## config.mk

```make
export PLATFORM = sky130hd
export DESIGN_NAME = salsa20_8_xor_core_unit
export DESIGN_NICKNAME = d
export VERILOG_FILES = /design/src/rtl/s20x_pkg.sv /design/src/rtl/salsa20_8_xor_core_unit.sv /design/src/rtl/s20x_ram.sv
export SDC_FILE = /design/constraint.sdc
export NUM_CORES = 2
export LEC_CHECK = 0
export BUFFER_PORTS_ARGS = -buffer_cell sky130_fd_sc_hd__buf_2
export CAP_MARGIN = 20
export CORE_MARGIN = 3
export CORE_UTILIZATION = 35
export DETAILED_ROUTE_END_ITERATION = 16
export PLACE_DENSITY_LB_ADDON = 0.25
export SKIP_CTS_REPAIR_TIMING = 1
export SYNTH_ARGS = -nofsm -noshare
export SYNTH_HDL_FRONTEND = slang
export SYNTH_SLANG_ARGS = --single-unit
```

## constraint.sdc

```tcl
create_clock -name i_clk -period 8.9 [get_ports i_clk]
set_input_delay 0 -clock i_clk [delete_from_list [all_inputs] [get_ports i_clk]]
set_output_delay 0 -clock i_clk [all_outputs]
set_load 0.02 [all_outputs]
```

## src/rtl/s20x_pkg.sv

```systemverilog
// Shared types and constants for the Salsa20 XOR core.
// Holds the quarter-round index table and step rotation amounts; no dependencies.
`timescale 1ns / 1ps
`default_nettype none

package s20x_pkg;

    localparam int unsigned WORD_W = 32;
    localparam int unsigned POS_W  = 4;
    localparam int unsigned NWORDS = 16;

    typedef logic [WORD_W-1:0] t_word;
    typedef logic [POS_W-1:0]  t_pos;

    // Word positions (a, b, c, d) of the eight quarter rounds of one double round:
    // four column quarters, then four row quarters.
    function automatic t_pos qidx(input logic [2:0] q, input logic [1:0] j);
        logic [15:0] row;
        begin
            row = 16'h0000;
            unique case (q)
                3'd0: row = {4'd12, 4'd8,  4'd4,  4'd0};
                3'd1: row = {4'd1,  4'd13, 4'd9,  4'd5};
                3'd2: row = {4'd6,  4'd2,  4'd14, 4'd10};
                3'd3: row = {4'd11, 4'd7,  4'd3,  4'd15};
                3'd4: row = {4'd3,  4'd2,  4'd1,  4'd0};
                3'd5: row = {4'd4,  4'd7,  4'd6,  4'd5};
                3'd6: row = {4'd9,  4'd8,  4'd11, 4'd10};
                3'd7: row = {4'd14, 4'd13, 4'd12, 4'd15};
                default: row = 16'h0000;
            endcase
            qidx = row[j*4 +: 4];
        end
    endfunction

    function automatic t_word rotl(input t_word v, input logic [1:0] step);
        begin
            rotl = v;
            unique case (step)
                2'd0: rotl = {v[24:0], v[31:25]};
                2'd1: rotl = {v[22:0], v[31:23]};
                2'd2: rotl = {v[18:0], v[31:19]};
                2'd3: rotl = {v[13:0], v[31:14]};
                default: rotl = v;
            endcase
        end
    endfunction

endpackage

`default_nettype wire

```

## src/rtl/salsa20_8_xor_core_unit.sv

```systemverilog
// Salsa20 XOR core top level: load, round sequencer and result output.
// Depends on s20x_pkg and s20x_ram.
`timescale 1ns / 1ps
`default_nettype none

// One beat loads one word pair; the block stores B ^ Bx at word_pos and takes a
// load beat every cycle while idle. A beat at position 15 starts the core: one
// shared add-rotate-xor unit works through the quarter rounds; for each quarter
// RD0 to RD2 fetch its four words over two RAM read ports, then come 4 steps and
// 4 write-backs on the single write port. Then the 16 result words leave in
// order, each read (ORD), captured (OCAP) and held until the sink takes it
// (OWAIT) before the next is read, the sixteenth with tlast set. No load is taken
// from the position-15 beat until the last result beat has gone.
module salsa20_8_xor_core_unit
    import s20x_pkg::*;
#(
    parameter int unsigned DOUBLE_ROUNDS = 4
) (
    input  wire logic        i_clk,
    input  wire logic        i_rst_n,
    input  wire logic        i_s_axis_tvalid,
    output logic             o_s_axis_tready,
    // [3:0] word_pos, [35:4] b_word, [67:36] bx_word, [71:68] zero
    input  wire logic [71:0] i_s_axis_tdata,
    output logic             o_m_axis_tvalid,
    input  wire logic        i_m_axis_tready,
    // [3:0] out_pos, [35:4] out_word, [39:36] zero
    output logic      [39:0] o_m_axis_tdata,
    output logic             o_m_axis_tlast
);

    localparam int unsigned DR_W = $clog2(DOUBLE_ROUNDS + 1);
    localparam logic [DR_W-1:0] DR_LAST = DR_W'(DOUBLE_ROUNDS - 1);

    localparam logic [3:0] S_IDLE  = 4'd0;
    localparam logic [3:0] S_RD0   = 4'd1;
    localparam logic [3:0] S_RD1   = 4'd2;
    localparam logic [3:0] S_RD2   = 4'd3;
    localparam logic [3:0] S_STEP  = 4'd4;
    localparam logic [3:0] S_WB    = 4'd5;
    localparam logic [3:0] S_ORD   = 4'd6;
    localparam logic [3:0] S_OCAP  = 4'd7;
    localparam logic [3:0] S_OWAIT = 4'd8;

    logic [3:0]      r_state, n_state;
    logic [2:0]      r_q;
    logic [DR_W-1:0] r_dr;
    logic [1:0]      r_k;
    t_pos            r_opos;
    t_word           r_qa, r_qb, r_qc, r_qd;
    logic            r_out_valid;
    t_pos            r_out_pos;
    t_word           r_out_word;
    logic            r_out_last;

    logic  in_fire, out_fire, from_x;
    t_pos  in_pos;
    t_word in_xor;
    t_pos  rd_a, rd_b, wr_addr;
    t_word x_rd_a, x_rd_b, w_rd_a, w_rd_b, src_a, src_b;
    t_word op_x, op_y, op_t, step_res, wb_data;

    assign in_fire  = i_s_axis_tvalid && o_s_axis_tready;
    assign out_fire = o_m_axis_tvalid && i_m_axis_tready;
    assign in_pos   = i_s_axis_tdata[3:0];
    assign in_xor   = i_s_axis_tdata[35:4] ^ i_s_axis_tdata[67:36];

    // first column round reads straight from the stored input words
    assign from_x = (r_dr == '0) && !r_q[2];
    assign src_a  = from_x ? x_rd_a : w_rd_a;
    assign src_b  = from_x ? x_rd_b : w_rd_b;

    always_comb begin
        rd_a = qidx(r_q, 2'd0);
        rd_b = qidx(r_q, 2'd1);
        unique case (r_state)
            S_RD1: begin
                rd_a = qidx(r_q, 2'd2);
                rd_b = qidx(r_q, 2'd3);
            end
            S_ORD: begin
                rd_a = r_opos;
                rd_b = r_opos;
            end
            default: begin
                rd_a = qidx(r_q, 2'd0);
                rd_b = qidx(r_q, 2'd1);
            end
        endcase
    end

    assign wr_addr = qidx(r_q, r_k);

    // shared add-rotate-xor unit
    always_comb begin
        op_x = r_qa;
        op_y = r_qd;
        op_t = r_qb;
        unique case (r_k)
            2'd0: begin op_x = r_qa; op_y = r_qd; op_t = r_qb; end
            2'd1: begin op_x = r_qb; op_y = r_qa; op_t = r_qc; end
            2'd2: begin op_x = r_qc; op_y = r_qb; op_t = r_qd; end
            2'd3: begin op_x = r_qd; op_y = r_qc; op_t = r_qa; end
            default: begin op_x = r_qa; op_y = r_qd; op_t = r_qb; end
        endcase
        step_res = op_t ^ rotl(op_x + op_y, r_k);
    end

    always_comb begin
        unique case (r_k)
            2'd0:    wb_data = r_qa;
            2'd1:    wb_data = r_qb;
            2'd2:    wb_data = r_qc;
            2'd3:    wb_data = r_qd;
            default: wb_data = r_qa;
        endcase
    end

    always_comb begin
        n_state = r_state;
        unique case (r_state)
            S_IDLE:  if (in_fire && in_pos == 4'd15) n_state = S_RD0;
            S_RD0:   n_state = S_RD1;
            S_RD1:   n_state = S_RD2;
            S_RD2:   n_state = S_STEP;
            S_STEP:  if (r_k == 2'd3) n_state = S_WB;
            S_WB: begin
                if (r_k == 2'd3) begin
                    n_state = (r_q == 3'd7 && r_dr == DR_LAST) ? S_ORD : S_RD0;
                end
            end
            S_ORD:   n_state = S_OCAP;
            S_OCAP:  n_state = S_OWAIT;
            S_OWAIT: if (out_fire) n_state = r_out_last ? S_IDLE : S_ORD;
            default: n_state = S_IDLE;
        endcase
    end

    s20x_ram #(.WIDTH(WORD_W), .DEPTH(NWORDS)) u_xram (
        .i_clk     (i_clk),
        .i_we      (in_fire),
        .i_waddr   (in_pos),
        .i_wdata   (in_xor),
        .i_raddr_a (rd_a),
        .i_raddr_b (rd_b),
        .o_rdata_a (x_rd_a),
        .o_rdata_b (x_rd_b)
    );

    s20x_ram #(.WIDTH(WORD_W), .DEPTH(NWORDS)) u_wram (
        .i_clk     (i_clk),
        .i_we      (r_state == S_WB),
        .i_waddr   (wr_addr),
        .i_wdata   (wb_data),
        .i_raddr_a (rd_a),
        .i_raddr_b (rd_b),
        .o_rdata_a (w_rd_a),
        .o_rdata_b (w_rd_b)
    );

    always_ff @(posedge i_clk) begin
        if (!i_rst_n) begin
            r_state     <= S_IDLE;
            r_q         <= '0;
            r_dr        <= '0;
            r_k         <= '0;
            r_opos      <= '0;
            r_out_valid <= 1'b0;
        end else begin
            r_state <= n_state;
            unique case (r_state)
                S_IDLE: begin
                    r_q  <= '0;
                    r_dr <= '0;
                    r_k  <= '0;
                end
                S_STEP: r_k <= r_k + 2'd1;
                S_WB: begin
                    r_k <= r_k + 2'd1;
                    if (r_k == 2'd3) begin
                        r_q <= r_q + 3'd1;
                        if (r_q == 3'd7) begin
                            r_dr   <= r_dr + DR_W'(1);
                            r_opos <= '0;
                        end
                    end
                end
                S_OCAP: r_out_valid <= 1'b1;
                S_OWAIT: begin
                    if (out_fire) begin
                        r_out_valid <= 1'b0;
                        r_opos      <= r_opos + 4'd1;
                    end
                end
                default: ;
            endcase
        end
    end

    // quarter words and result payload
    always_ff @(posedge i_clk) begin
        unique case (r_state)
            S_RD1: begin
                r_qa <= src_a;
                r_qb <= src_b;
            end
            S_RD2: begin
                r_qc <= src_a;
                r_qd <= src_b;
            end
            S_STEP: begin
                unique case (r_k)
                    2'd0:    r_qb <= step_res;
                    2'd1:    r_qc <= step_res;
                    2'd2:    r_qd <= step_res;
                    2'd3:    r_qa <= step_res;
                    default: r_qa <= step_res;
                endcase
            end
            S_OCAP: begin
                r_out_pos  <= r_opos;
                r_out_word <= x_rd_a + w_rd_a;
                r_out_last <= (r_opos == 4'd15);
            end
            default: ;
        endcase
    end

    assign o_s_axis_tready = (r_state == S_IDLE);
    assign o_m_axis_tvalid = r_out_valid;
    assign o_m_axis_tdata  = {4'd0, r_out_word, r_out_pos};
    assign o_m_axis_tlast  = r_out_last;

endmodule

`default_nettype wire

```

## src/rtl/s20x_ram.sv

```systemverilog
// Generic RAM: one write port, two read ports with registered read data.
// No dependencies.
`timescale 1ns / 1ps
`default_nettype none

module s20x_ram #(
    parameter int unsigned WIDTH = 32,
    parameter int unsigned DEPTH = 16
) (
    input  wire logic                     i_clk,
    input  wire logic                     i_we,
    input  wire logic [$clog2(DEPTH)-1:0] i_waddr,
    input  wire logic [WIDTH-1:0]         i_wdata,
    input  wire logic [$clog2(DEPTH)-1:0] i_raddr_a,
    input  wire logic [$clog2(DEPTH)-1:0] i_raddr_b,
    output logic      [WIDTH-1:0]         o_rdata_a,
    output logic      [WIDTH-1:0]         o_rdata_b
);

    logic [WIDTH-1:0] r_mem [DEPTH];

    always_ff @(posedge i_clk) begin
        if (i_we) begin
            r_mem[i_waddr] <= i_wdata;
        end
        o_rdata_a <= r_mem[i_raddr_a];
        o_rdata_b <= r_mem[i_raddr_b];
    end

endmodule

`default_nettype wire
```

======== Yosys cells after proc, flatten, opt, wreduce, memory -nomap -nowiden ========
Memories as Yosys holds them, arrays and structs flattened. A register that Yosys moved wholly into a read port is not among the register bits.
Cells that the tools add are included.
word-level totals
  flip-flop bits (word level) ............. 182
  memories ................................ 7
  bits of input ports ..................... 76
  output and inout port bits .............. 43
  memory bits (read-only) ................. 640
  bits in writable memories ............... 1024
cells by class
  shift-type cells ........................ 1
  add/sub/neg operators ................... 6
  equal/unequal tests ..................... 23
  muxes and demuxes ....................... 49
  bitwise logic cells ..................... 2
  reduce and logical (&&, ||, !) cells .... 25
memories
  memory           depth  width  rd ports  clocked after Yosys merged registers in  wr ports  line            text
  u_wram.r_mem     16     32     2         2                                        1         s20x_ram.sv:20  logic [WIDTH-1:0] r_mem [DEPTH];
  u_xram.r_mem     16     32     2         2                                        1         s20x_ram.sv:20
  (no name shown)  8      16     1         1                                        0         s20x_pkg.sv:21  unique case (q)
  (no name shown)  8      16     1         1                                        0         s20x_pkg.sv:21
  (no name shown)  8      16     1         1                                        0         s20x_pkg.sv:21
  (no name shown)  8      16     1         1                                        0         s20x_pkg.sv:21
  +1 memories      n/a    n/a    n/a       n/a                                      n/a       n/a
operators with widths
  operator             number
  $pmux 32 s4          4
  $pmux 32 s2          4
  $mux 32              6
  $add 32x32->32       2
  $xor 32x32->32       2
  $mux 3               15
  $pmux 4 s9           1
  $mux 4               7
  $pmux 4 s2           3
  $eq 4x3->1 const B   4
  $shiftx 16x5->4      1
  $eq 4x4->1 const B   3
  $pmux 3 s2           2
  $reduce_and 2->1     6
  $reduce_bool 2->1    6
  $ne 2x2->1 const B   5
  $eq 4x2->1 const B   2
  $reduce_and 4->1     2
  $add 3x1->3 const B  2
  $ne 2x1->1 const B   3
  $logic_and 1x1->1    5
  $mux 1               5
  $add 4x1->4 const B  1
  $eq 2x2->1 const B   2
  13 further kinds     13

======== Logic depth before layout (Yosys ltp) ========
  depth in word-level cells ............... 7
  mapped depth ............................ 25
  depth with buffers taken out ............ 18

======== Modules after synthesis ========
Synthesis repeated with hierarchy kept, for this count alone.
second synthesis, totals
  cells, all modules ...................... 3943
  area total of the unflattened synthesis .. 63487.1 um^2
modules (own cells, without submodules)
  module                   times used  area each (um^2)  seq. area each (um^2)  cells an instance
  s20x_ram at u_wram       1           24204.5           16656.0                1141
  s20x_ram at u_xram       1           24186.9           16656.0                1141
  salsa20_8_xor_core_unit  1           15095.7           5495.3                 1661

======== Worst setup path after synthesis ========
No wires, ideal clock.
  path type ............................... register to register
  start point ............................. register r_k[1]
  end point ............................... register r_qa[4], data pin
  path slack .............................. 2.579 ns
  cell stages (with the launch flop) ...... 23
  arrival ................................. 6.058 ns
  setup time .............................. 0.263 ns
  path through ............................ dfxtp_1 > ha_1 > clkbuf_1 > clkbuf_1 > clkbuf_1 > clkbuf_1 > buf_1 > buf_1 > a222oi_1 > a21oi_1 > ha_1 > clkbuf_1 > a21oi_1 > o21bai_1 > a21oi_1 > o21ai_0 > a221oi_1 > a21oi_1 > or3_1 > a311o_1 > mux2i_1 > and3_1 > a211o_1
between the ends
  longest elaborated chain between the ends .. 7
  elaborated cells on any way between the ends .. 12
  classes of those cells .................. add/sub: 1; eq/ne: 3; mux: 6; bitwise: 1; reduce/logical: 1
ends and longest elaborated chain
  what                                line                            text
  start: declaration                  salsa20_8_xor_core_unit.sv:48   logic [1:0] r_k;
  start signal: assignment            salsa20_8_xor_core_unit.sv:177  S_STEP: r_k <= r_k + 2'd1;
  start signal: assignment            salsa20_8_xor_core_unit.sv:179  r_k <= r_k + 2'd1;
  $eq 2x2->1 (tied with other cells)  salsa20_8_xor_core_unit.sv:99   unique case (r_k)
  $pmux 32 s4 (*)                     salsa20_8_xor_core_unit.sv:99
  via op_x[8]                         salsa20_8_xor_core_unit.sv:61   t_word op_x, op_y, op_t, step_res, wb_data;
  $add 32x32->32 (*)                  salsa20_8_xor_core_unit.sv:106  step_res = op_t ^ rotl(op_x + op_y, r_k);
  $pmux 32 s4 (*)                     s20x_pkg.sv:39                  unique case (step)
  $xor 32x32->32 (*)                  salsa20_8_xor_core_unit.sv:106
  $mux 32 (*)                         salsa20_8_xor_core_unit.sv:212  unique case (r_k)
  $pmux 32 s2 (*)                     salsa20_8_xor_core_unit.sv:202  unique case (r_state)
  end signal: assignment              salsa20_8_xor_core_unit.sv:204  r_qa <= src_a;
  end signal: assignment              salsa20_8_xor_core_unit.sv:216  2'd3: r_qa <= step_res;
  end signal: assignment              salsa20_8_xor_core_unit.sv:217  default: r_qa <= step_res;
  end: declaration                    salsa20_8_xor_core_unit.sv:50   t_word r_qa, r_qb, r_qc, r_qd;
Mark *: on every way through the listed nets, which the timed path passes. The rest lies on a longest branch. The select of a mux whose other input is x is not followed.
A chain may end at the register's enable or synchronous reset.

======== Worst setup path in the final report ========
  start point ............................. register r_k[0]
  end point ............................... register r_qd[12], data pin
between the ends
  longest elaborated chain between the ends .. 7
  elaborated cells on any way between the ends .. 12
  classes of those cells .................. add/sub: 1; eq/ne: 3; mux: 6; bitwise: 1; reduce/logical: 1
ends and longest elaborated chain
  what                                line                            text
  $eq 2x2->1 (tied with other cells)  salsa20_8_xor_core_unit.sv:99
  $pmux 32 s4 (*)                     salsa20_8_xor_core_unit.sv:99
  via op_x[16]                        salsa20_8_xor_core_unit.sv:61
  $add 32x32->32 (*)                  salsa20_8_xor_core_unit.sv:106
  $pmux 32 s4 (*)                     s20x_pkg.sv:39
  $xor 32x32->32 (*)                  salsa20_8_xor_core_unit.sv:106
  $mux 32 (*)                         salsa20_8_xor_core_unit.sv:212
  $pmux 32 s2 (*)                     salsa20_8_xor_core_unit.sv:202
  end signal: assignment              salsa20_8_xor_core_unit.sv:209  r_qd <= src_b;
  end signal: assignment              salsa20_8_xor_core_unit.sv:215  2'd2: r_qd <= step_res;
  end: declaration                    salsa20_8_xor_core_unit.sv:50
Marks and branches as above.

==> results.py <==
metrics = {
    "outcome": {
        "status": "completed",
    },
    "floorplanning": {
        "core_um2": 191000,
        "die_area_um2": 199000,
        "boundaryPins": 119,
        "start_util": 0.354,
        "fp-row-count": 160,
        "die_y_um": 446,
        "die_w_um": 446,
    },
    "placement": {
        "io_buffer_count": 110,
        "placedCellCount": 8561,
        "dp_hpwl_um": 140000,
        "gp_congestion": 0.980,
    },
    "finish": {
        "instances_no_fill": 8926,
        "syn2layout_area_growth_pct": 13.5,
        "finalNetCount": 6431,
        "drive_gt1_frac": 0.0915,
    },
    "cts": {
        "root_buffer": "clkbuf_16",
        "cts.sinks": 1344,
        "numCtsBuffers": 147,
        "insertion_delay_ns": 0.81,
        "cts_buffer_depth": 3,
        "clk_pin_slew_ns": 0.06,
        "cts_max_level": 4,
        "cts_tree": "built",
    },
    "timing": {
        "tns_ns": 0,
        "drv_slew": 0,
        "worst_pin_slew_ns": 1.13,
        "setup_violations": 0,
        "rsz0062_at_grt": "false",
        "skew_ns": 0.0276,
        "fin_crit_ns": 6.89,
        "slew_headroom": 0.243,
        "fin_crit_sh": 0.775,
        "fmax_ghz": 0.145,
        "hold_violations": 0,
    },
    "route": {
        "wirelength_um": 239000,
        "drt_pass1_iterations": 9,
        "final_antenna_net_count": 0,
        "drc_errors": 0,
        "drt_iter0_drc": 6439,
        "wire_per_inst_um": 26.8,
        "dr_total_vias": 54700,
        "via_per_inst": 6.13,
    },
    "yosys": {
        "synthDistinctLibCells": 81,
        "ys_ff_latch": 1344,
        "ys_warn_count": 0,
        "ys_seq_area_frac": 0.573,
        "synth_edf_count": 1189,
        "synth_flop_cell": "edfxtp_1",
        "synthTopCellsByCount": "1215 x nand2_1, 1189 x edfxtp_1, 647 x a211oi_1",
        "netlist_area_um2": 67800,
        "ys_top_cells_by_area": "edfxtp_1 53%, a211oi_1 7.2%, nand2_1 6.7%",
        "avgSynthCellArea_um2": 10.7,
        "netlist_instances": 6345,
        "yosysMostFrequentCell": "nand2_1",
        "yosysTopAreaCell": "edfxtp_1",
        "async_flop_share": 0,
        "yosysTopAreaCellShare": 0.527,
    },
    "worst_setup_path": {
        "critPathMaxFanout": 46,
        "endpoint": "r_qd[12]",
        "cp.required_ns": 9.42,
        "cp-end-kind": "register",
        "reg2reg_from": "r_k[0]",
        "arrival_ns": 7.42,
        "path_class": "reg2reg",
        "r2r_end": "r_qd[12]",
        "startpoint": "r_k[0]",
        "reg2regPathDepth": 20,
        "start_kind": "register",
        "reg2reg_slack_ns": 2.01,
    },
    "min_path": {
        "hp-class": "in2reg",
    },
    "pwr": {
        "power.leakage_nw": 25.8,
        "ir_drop_mv": 0.205,
        "power_density_nw_per_um2": 188,
    },
    "global_routing": {
        "antenna_found_initial": 11,
        "gr-total-overflow": 0,
        "grt_pass1_wl_um": 344000,
        "first_global_vias": 51900,
        "globalRouteTotalUtil": 0.231,
        "grt_max_degree": 149,
    },
    "flow_run": {
        "max_cap_violations": 0,
    },
}
==> area by class of cell <==
cell class | count | area [um^2]
Clock buffer | 217 | 4220
Inverter | 57 | 216
Clock inverter | 58 | 683
Fill cell | 18100 | 114000
Antenna cell | 8 | 20.0
Sequential cell | 1344 | 38800
Multi-Input combinational cell | 4380 | 27000
Timing Repair Buffer | 351 | 2780
Tap cell | 2511 | 3140
==> cells by family after synthesis <==
group / synth area share
flops: 0.573
mux: 0.00973
fa+ha+maj: 0.0139
other cells: 0.0000553
xor+xnor: 0.0159
compound gates: 0.209
buf+inv: 0.0349
simple gates: 0.144
==> flip-flops by register name (all words and copies together), names as in the netlist, 4 cells and up, named ones only <==
signal,flops
r_opos,4
r_out_pos,4
r_out_word,32
r_qa,32
r_qb,32
r_qc,32
r_qd,32
r_state,4
u_wram.o_rdata_a,32
u_wram.o_rdata_b,32
u_wram.r_mem,512
u_xram.o_rdata_a,32
u_xram.o_rdata_b,32
u_xram.r_mem,512
==> layer usage <==
metal	vias to the layer above	wire [um]	share of wire	global-route usage
met2	2660	111000	0.46	0.375
met4	0	9280	0.039	0.0961
met3	474	18500	0.077	0.0323
li1	24400	-	-	-
met1	27200	100000	0.42	0.311
met5	-	0	0	0
==> worst max-delay path, stage by stage, from the launching register on <==
cell,delay [ns]
dfxtp_1,0.68
inv_1,0.19
ha_2,0.23
buf_4,0.25
inv_4,0.45
buf_4,0.38
nor2_1,0.08
a21oi_1,0.12
buf_4,0.26
ha_1,0.38
a21o_1,0.20
a21o_1,0.17
a21oi_1,0.55
o21ai_0,0.37
a31oi_1,0.42
nand3_1,0.12
o21bai_1,0.17
xor2_1,0.79
o211a_1,0.26
a2111oi_0,0.09
or3_1,0.44
==> power breakdown <==
part | switching [mW] | internal (mW) | total [mW] | leakage (nW)
sequential | 0.113 | 7.02 | 7.13 | 12.0
combinational | 0.807 | 0.350 | 1.16 | 11.4
clock | 2.58 | 3.58 | 6.16 | 2.39
==> cell usage in the layout, fill, tap and decap left out, types with 21 or more instances in the layout <==
cell type / count
nand2_1: 1212
edfxtp_1: 1189
a211oi_1: 647
a21oi_1: 429
a31oi_1: 303
and2_1: 278
and3_1: 275
a311oi_1: 263
dfxtp_1: 155
buf_4: 152
clkbuf_16: 150
nor2_1: 125
buf_2: 110
a222oi_1: 85
ha_1: 68
dlygate4sd3_1: 68
xor2_1: 64
xnor2_1: 59
o21ai_0: 59
mux2i_1: 56
inv_1: 55
nand3_1: 54
clkbuf_1: 46
a21o_1: 45
nor3_1: 27
nor2_4: 25
a221oi_1: 24
or3_1: 21
clkbuf_8: 21
clkinv_2: 21
==> how the worst min path moves through the flow <==
stage,from,endpoint,slack [ns],cells after the start
after floorplan,i_m_axis_tready,o_m_axis_tvalid,0.11,1
after global placement,i_m_axis_tready,o_m_axis_tvalid,0.26,2
after detailed placement,i_m_axis_tready,o_m_axis_tvalid,0.26,2
after CTS,i_m_axis_tready,o_m_axis_tvalid,-0.60,2
after global routing,i_s_axis_tdata[2],u_xram.r_mem[3][31],0.06,3
final,i_s_axis_tdata[2],u_xram.r_mem[3][31],0.04,3
==> per-stage QoR <==
| step | setup slack (ns) | hold WS (ns) | util | power (mW) | instance area (um^2) |
|---|---|---|---|---|---|
| CTS | 1.97 | -0.598 | 0.398 | 14.5 | 76100 |
| finish | 2.01 | 0.0401 | 0.402 | 14.5 | 76900 |
| global route | 1.60 | 0.0612 | 0.402 | 14.9 | 76900 |
| floorplan | 2.58 | 0.107 | - | 7.85 | 67800 |
| detailed placement | 2.02 | 0.261 | 0.372 | 8.37 | 71200 |
| global placement | 2.07 | 0.257 | 0.372 | 8.36 | 71200 |
No activity file was read; power rests on OpenSTA's default activity.
